--- config.mk ---
export PLATFORM = sky130hd
export DESIGN_NAME = sfl_ctrl
export DESIGN_NICKNAME = d
export VERILOG_FILES = /design/src/sfl_pkg.sv /design/src/sfl_ctrl.sv
export SDC_FILE = /design/constraint.sdc
export NUM_CORES = 1
export LEC_CHECK = 0
export ABC_AREA = 1
export ABC_CLOCK_PERIOD_IN_PS = 1000
export BUFFER_PORTS_ARGS = -buffer_cell sky130_fd_sc_hd__buf_2
export CAP_MARGIN = 25
export CORE_AREA = 2 2 39 41
export DETAILED_ROUTE_END_ITERATION = 12
export DIE_AREA = 0 0 41 43
export SYNTH_ARGS = -nofsm -noshare
export SYNTH_HDL_FRONTEND = slang
export SYNTH_SLANG_ARGS = --single-unit
--- constraint.sdc ---
create_clock -name clk -period 1 [get_ports clk]
set_input_delay 0.2 -clock clk [delete_from_list [all_inputs] [get_ports clk]]
set_output_delay 0.2 -clock clk [all_outputs]
set_load 0.1 [all_outputs]
--- src/sfl_pkg.sv ---
package sfl_pkg;

    // Default sizing of the pool and of the size classes
    localparam int POOL_BYTES_DEF      = 65536;
    localparam int MAX_CLASS_BYTES_DEF = 1024;
    localparam int GRAIN_BYTES_DEF     = 4;

    // Width of a byte size once rounded up to the grain
    localparam int SIZE_SUM_W = 17;

    // Result status codes
    localparam logic [2:0] ST_FROM_LIST = 3'd0;
    localparam logic [2:0] ST_FROM_POOL = 3'd1;
    localparam logic [2:0] ST_ZERO_SIZE = 3'd2;
    localparam logic [2:0] ST_EXHAUSTED = 3'd3;
    localparam logic [2:0] ST_FREED     = 3'd4;
    localparam logic [2:0] ST_IGNORED   = 3'd5;

    // Request operations
    localparam logic FUNC_ALLOC = 1'b0;
    localparam logic FUNC_FREE  = 1'b1;

    typedef struct packed {
        logic        func;
        logic [15:0] size_bytes;
        logic [15:0] block_address;
    } req_t;

    typedef struct packed {
        logic [15:0] result_address;
        logic [2:0]  status;
        logic [16:0] pool_bytes_used;
    } rsp_t;

    // Controller to datapath
    typedef struct packed {
        logic accept;
        logic link_rd;
        logic commit_head;
        logic commit_link;
    } cmd_t;

    // Datapath to controller
    typedef struct packed {
        logic pop_path;
        logic out_free;
    } stat_t;

endpackage

--- src/sfl_ctrl.sv ---
module sfl_ctrl (
    input  logic          clk,
    input  logic          rst_n,
    input  logic          req_valid,
    output logic          req_stall,
    input  sfl_pkg::stat_t stat,
    output sfl_pkg::cmd_t  cmd
);

    localparam logic [1:0] S_IDLE = 2'd0;
    localparam logic [1:0] S_HEAD = 2'd1;
    localparam logic [1:0] S_LINK = 2'd2;

    logic [1:0] state_reg;
    logic [1:0] state_next;

    always_comb
    begin
        cmd        = '0;
        state_next = state_reg;
        case (state_reg)
            S_IDLE:
            begin
                if (req_valid)
                begin
                    cmd.accept = 1'b1;
                    state_next = S_HEAD;
                end
            end
            S_HEAD:
            begin
                // head word is on the RAM output now
                if (stat.pop_path)
                begin
                    cmd.link_rd = 1'b1;
                    state_next  = S_LINK;
                end
                else if (stat.out_free)
                begin
                    cmd.commit_head = 1'b1;
                    state_next      = S_IDLE;
                end
            end
            S_LINK:
            begin
                if (stat.out_free)
                begin
                    cmd.commit_link = 1'b1;
                    state_next      = S_IDLE;
                end
            end
            default:
            begin
                state_next = S_IDLE;
            end
        endcase
    end

    always_ff @(posedge clk or negedge rst_n)
    begin
        if (!rst_n)
        begin
            state_reg <= S_IDLE;
        end
        else
        begin
            state_reg <= state_next;
        end
    end

    assign req_stall = (state_reg != S_IDLE);

endmodule

==> flow_metrics.tcl, run 1 <==
set metrics [dict create \
    p_leak_nw 0.191 \
    antenna_found_initial 0 \
    die-height_um 43 \
    hold_viol_final 0 \
    fill_cells 143 \
    yosys.area.top_type "dfrtp_1" \
    slew_headroom 0.888 \
    cts_made_buffers 3 \
    drt-initial-drc-count 2 \
    largest_register_ffs 2 \
    required_ns 0.80 \
    wl_per_cell_um 8.36 \
    post_synth_num_cell_types 7 \
    fin_nets 47 \
    timing.hold.ws_ns 0.265 \
    antenna_left 0 \
    ioPinCount 10 \
    cts_tree "built" \
    slowest_delay_ns 0.39 \
    finalPower_mw 1.13 \
    fin_crit_sh 1.30 \
    vdd_drop_max_uv 1210 \
    routed-via-count 203 \
    cts_buffer_depth 2 \
    rsz0062_at_grt "true" \
    globalRouteOverflowTotal 0 \
    yosys-top-cells-area "dfrtp_1 (40%), nand2_1 (18%), nand3_1 (12%), inv_1 (12%), nor2_1 (8.9%)" \
    grt_pass1_wl_um 814 \
    path_cells "inv_4 > nand3_2 > clkinvlp_4 > buf_12" \
    syn2layout_area_growth_pct 234 \
    cp_data_arrival_time_ns 1.10 \
    cts.sinks 2 \
    htreeDepth 1 \
    syn-cell-area_um2 126 \
    finalCriticalPeriod_ns 1.30 \
    ys_ff_latch 2 \
    dp_slack_ns -0.135 \
    crit_type "reg2out" \
    cts_root_buf "clkbuf_4" \
    crit_slowest_cell "dfrtp_1" \
    setup_viol 5 \
    start_kind "flop" \
    p_per_area_nw_per_um2 2680 \
    drive_above_1_share 0.775 \
    rows 14 \
    io_buffers 9 \
    avgSynthCellArea_um2 6.02 \
    placedCellCount 48 \
    final_cell_mix "buf_12 (5), nand2_1 (4), buf_2 (4), buf_4 (4), clkbuf_4 (3)" \
    grt_pass1_vias 212 \
    tightest_slew_ns 0.167 \
    final_util 0.305 \
    finalWeightedCongestion 0.654 \
    grt_max_degree 6 \
    die_width_um 41 \
    violations "negative setup slack" \
    synth_top_area_share 0.396 \
    fin_cells 56 \
    track_usage 0.0734 \
    synth-warning-count 0 \
    syn_inst 21 \
    first_pass_iters 2 \
    initial_core_util 0.0913 \
    routed_via_density 3.63 \
    drt_wl_total_um 468 \
    critPathCaptureType "primary output" \
    status "complete, but fails checks" \
    syn_nets 26 \
    clk_latency_ns 0.22 \
    setup_ws_ns -0.296 \
    num_antenna_cells 0 \
    critPathMaxFanout 5 \
    min-delay-path-class "in2reg" \
    timing.fmax_ghz 0.771 \
    cap_violations 0 \
    drc 0 \
    hpwl_um 292 \
    yosysSeqAreaShare 0.396 \
    final_common_cell "buf_12" \
    design.core.area_um2 1380 \
    die_area_um2 1760 \
    finalMaxSlewViolations 0 \
    skew_ns 0.0000238 \
    path_clk_slew_ns 0.03 \
]
cells by family after synthesis:
group         count (synthesis)  share of synthesized area
buf+inv                       6                      0.178
flops                         2                      0.396
simple gates                 13                      0.426
path summary, 6_finish.rpt:
kind / startpoint / to / slack [ns] / cells past startpoint
setup / recovery: state_reg[1] / cmd[2] / -0.30 / 4
hold / removal: stat[0] / state_reg[0] / 0.27 / 4
setup reg to reg: state_reg[0] / state_reg[0] / 0.01 / 6
hold reg to reg: state_reg[1] / state_reg[0] / 0.70 / 4
max in group asynchronous: rst_n / state_reg[0] / 0.59 / 2
min in group asynchronous: rst_n / state_reg[0] / 0.30 / 2
final cells by class:
| cell class | instances | area [um^2] | area share |
|---|---|---|---|
| Clock buffer | 3 | 22.5 | 0.0534 |
| Inverter | 6 | 32.5 | 0.0772 |
| Multi-Input combinational cell | 13 | 113 | 0.267 |
| Sequential cell | 2 | 51.3 | 0.122 |
| Tap cell | 16 | 20.0 | 0.0475 |
| Timing Repair Buffer | 16 | 183 | 0.433 |
metrics by stage:
step           area, um^2  TNS (ns)
6_report              422     -1.43
5_1_grt               422     -1.84
4_1_cts               405     -1.47
3_5_place_dp          308    -0.487
3_3_place_gp          308    -0.468
2_1_floorplan         153     -1.44
where the power goes:
group	internal (mW)	switching, mW
Combinational	0.318	0.495
Clock	0.132	0.0456
Sequential	0.106	0.0341
metal layers:
| layer | up-vias | wire (um) | global-route usage | share of wire |
|---|---|---|---|---|
| li1 | 99 | - | - | - |
| met1 | 90 | 154 | 0.0809 | 0.33 |
| met2 | 10 | 246 | 0.0906 | 0.53 |
| met3 | 4 | 35 | 0.0366 | 0.075 |
| met4 | 0 | 32 | 0.0800 | 0.068 |
| met5 | - | 0 | 0 | 0 |
worst max-delay path: cells and delay by family (launching register included):
kind                   cells  cell delay (ns)
flip-flops                 1             0.39
buffers and inverters      3             0.38
AND/OR/NAND/NOR            1             0.10
Yosys cell counts (all sizes together):
cell,instances
nor2,3
inv,6
nand2,6
dfrtp,2
nand3,3
nor3,1
repair_timing:
| item | CTS | global route |
|---|---|---|
| gates cloned | 0 | 0 |
| pin swaps | 2 | 2 |
| buffers inserted | 4 | 1 |
| gates resized for setup | 9 | 4 |
| endpoints found under the setup margin | 5 | 7 |
| hold buffers | 1 | 0 |
| endpoints found under the hold margin | 2 | 0 |
No activity file was read; power rests on OpenSTA's default activity.
==> run 2, diff against run 1 <==
CTS_BUF_LIST = sky130_fd_sc_hd__clkbuf_16   (was unset)
==> run 2 against run 1 <==
Sequential share of layout area down 0.78 points. Clock power rose to 3.4 times the previous value. Cell area up 6.8%. Largest power group unchanged. Hold slack better by 0.0034 ns. First-iteration DRC count rose to 2.5 times the previous value. Maximum frequency about the same. Worst setup slack about the same. Routed wire length down 6.8%. Largest cell class unchanged. Non-clock buffer count down 1. Global-route usage down 0.10 points. Power up 33%. The run still ends with negative setup slack left. Register-to-register slack about the same. Highest routed layer is now met3.
==> flow_metrics.tcl, run 2 (synthesis gave the netlist of run 1 again) <==
set metrics [dict create \
    power.internal_uw 908 \
    largest_register_ffs 2 \
    io_buffers 9 \
    fin_cells 55 \
    fin_nets 46 \
    die-height_um 43 \
    track_usage 0.0724 \
    antenna_left 0 \
    drc 0 \
    setup_ws_ns -0.297 \
    design_area_um2 450 \
    routed-via-count 191 \
    crit_start "state_reg[0]" \
    tns_ns -1.42 \
    routed_via_density 3.47 \
    required_ns 0.80 \
    grt_pass1_wl_um 800 \
    initial_core_util 0.0913 \
    die_area_um2 1760 \
    drt-initial-drc-count 5 \
    min-delay-path-class "in2reg" \
    syn2layout_area_growth_pct 256 \
    power.share.sequential 0.093 \
    final_common_cell "buf_12" \
    cts_buffer_depth 2 \
    hpwl_um 292 \
    clk_latency_ns 0.22 \
    fill_cells 135 \
    p_leak_nw 0.207 \
    tightest_slew_ns 0.167 \
    globalRouteOverflowTotal 0 \
    finalPower_mw 1.50 \
    finalWeightedCongestion 0.654 \
    p_switching_uw 597 \
    first_pass_iters 2 \
    r2r_start "state_reg[0]" \
    die_width_um 41 \
    cp_data_arrival_time_ns 1.10 \
    vdd_drop_max_uv 1720 \
    crit_type "reg2out" \
    clkPwrFrac 0.398 \
    placed_area_um2 308 \
    grt_pass1_vias 207 \
    cts_root_buf "clkbuf_16" \
    drt_wl_total_um 436 \
    num_antenna_cells 0 \
    htreeDepth 1 \
    critPathCaptureType "primary output" \
    cts_made_buffers 3 \
    start_kind "flop" \
    grt_max_degree 6 \
    antenna_found_initial 0 \
    violations "negative setup slack" \
    finalMaxSlewViolations 0 \
    final_cell_mix "buf_12 (5), nand2_1 (4), buf_2 (4), buf_4 (4), clkbuf_16 (3)" \
    setup_viol 5 \
    rsz0062_at_grt "true" \
    cts.sinks 2 \
    hold_viol_final 0 \
    rows 14 \
    cap_violations 0 \
    wl_per_cell_um 7.93 \
    status "complete, but fails checks" \
    timing.hold.ws_ns 0.269 \
    fin_crit_sh 1.30 \
    p_per_area_nw_per_um2 3340 \
    min_from "stat[0]" \
    placedCellCount 48 \
    slew_headroom 0.888 \
    finalCriticalPeriod_ns 1.30 \
    critPathMaxFanout 4 \
    p_sw_frac 0.397 \
    timing.fmax_ghz 0.771 \
    cts_tree "built" \
    path_clk_slew_ns 0.03 \
    skew_ns 0.000463 \
    ioPinCount 10 \
    design.core.area_um2 1380 \
    drive_above_1_share 0.718 \
    combPwrFrac 0.509 \
]
[run 2: cell count changes in the layout (fill, tap and decap cells not counted)]
| cell | delta |
|---|---|
| buf_6 | -1 |
| clkbuf_16 | +3 |
| clkbuf_4 | -3 |
| nand3_1 | +1 |
| nand3_2 | -1 |
| nor2_1 | +1 |
| nor2_4 | -1 |
[run 2: per-stage QoR]
stage               worst slack, ns  utilization
finish                       -0.297        0.325
global route                 -0.345        0.325
CTS                          -0.310        0.320
detailed placement           -0.135        0.222
global placement             -0.125        0.222
floorplan                    -0.427            -
[run 2: routing by layer]
layer  global-route usage  wire, um  vias to the layer above
met4               0.0933         0                        0
met2               0.0781       235                        6
met5                    0         0                        -
li1                     -         -                       97
met3               0.0419        30                        0
met1               0.0809       170                       88
[run 2: worst max-delay path, stage by stage, from the launching register on]
cell and delay [ns]:
dfrtp_2 0.44, inv_2 0.10, nand3_4 0.08, clkinvlp_4 0.08
buf_12 0.16
[run 2: cell type report]
class	count	area, um^2	share of cell area
multi-input cells	13	100	0.222
inverters	6	32.5	0.0722
well taps	16	20.0	0.0444
flip-flops and latches	2	51.3	0.114
repair buffers	15	171	0.381
clock buffers	3	75.1	0.167
[run 2: final timing paths]
| kind | slack (ns) | depth (start not counted) | to |
|---|---|---|---|
| min | 0.27 | 4 | state_reg[0] |
| max | -0.30 | 4 | cmd[3] |
| min in group asynchronous | 0.30 | 2 | state_reg[0] |
| max reg2reg | 0.01 | 6 | state_reg[0] |
| min reg2reg | 0.62 | 3 | state_reg[0] |
| max in group asynchronous | 0.59 | 2 | state_reg[0] |
[run 2: power groups by stage]
stage | logic [mW] | clock network [mW] | registers (mW)
after global routing | 0.801 | 0.622 | 0.146
after floorplan | 0.417 | 0 | 0.129
after CTS | 0.751 | 0.610 | 0.141
after global placement | 0.652 | 0 | 0.132
after detailed placement | 0.655 | 0 | 0.133
final | 0.766 | 0.598 | 0.141
[run 2: what timing repair did]
item / 4_1_cts / 5_1_grt
setup buffers: 2 / 1
resized for setup: 9 / 0
endpoints found under the setup margin: 5 / 7
endpoints found under the hold margin: 2 / 0
hold buffers: 1 / 0
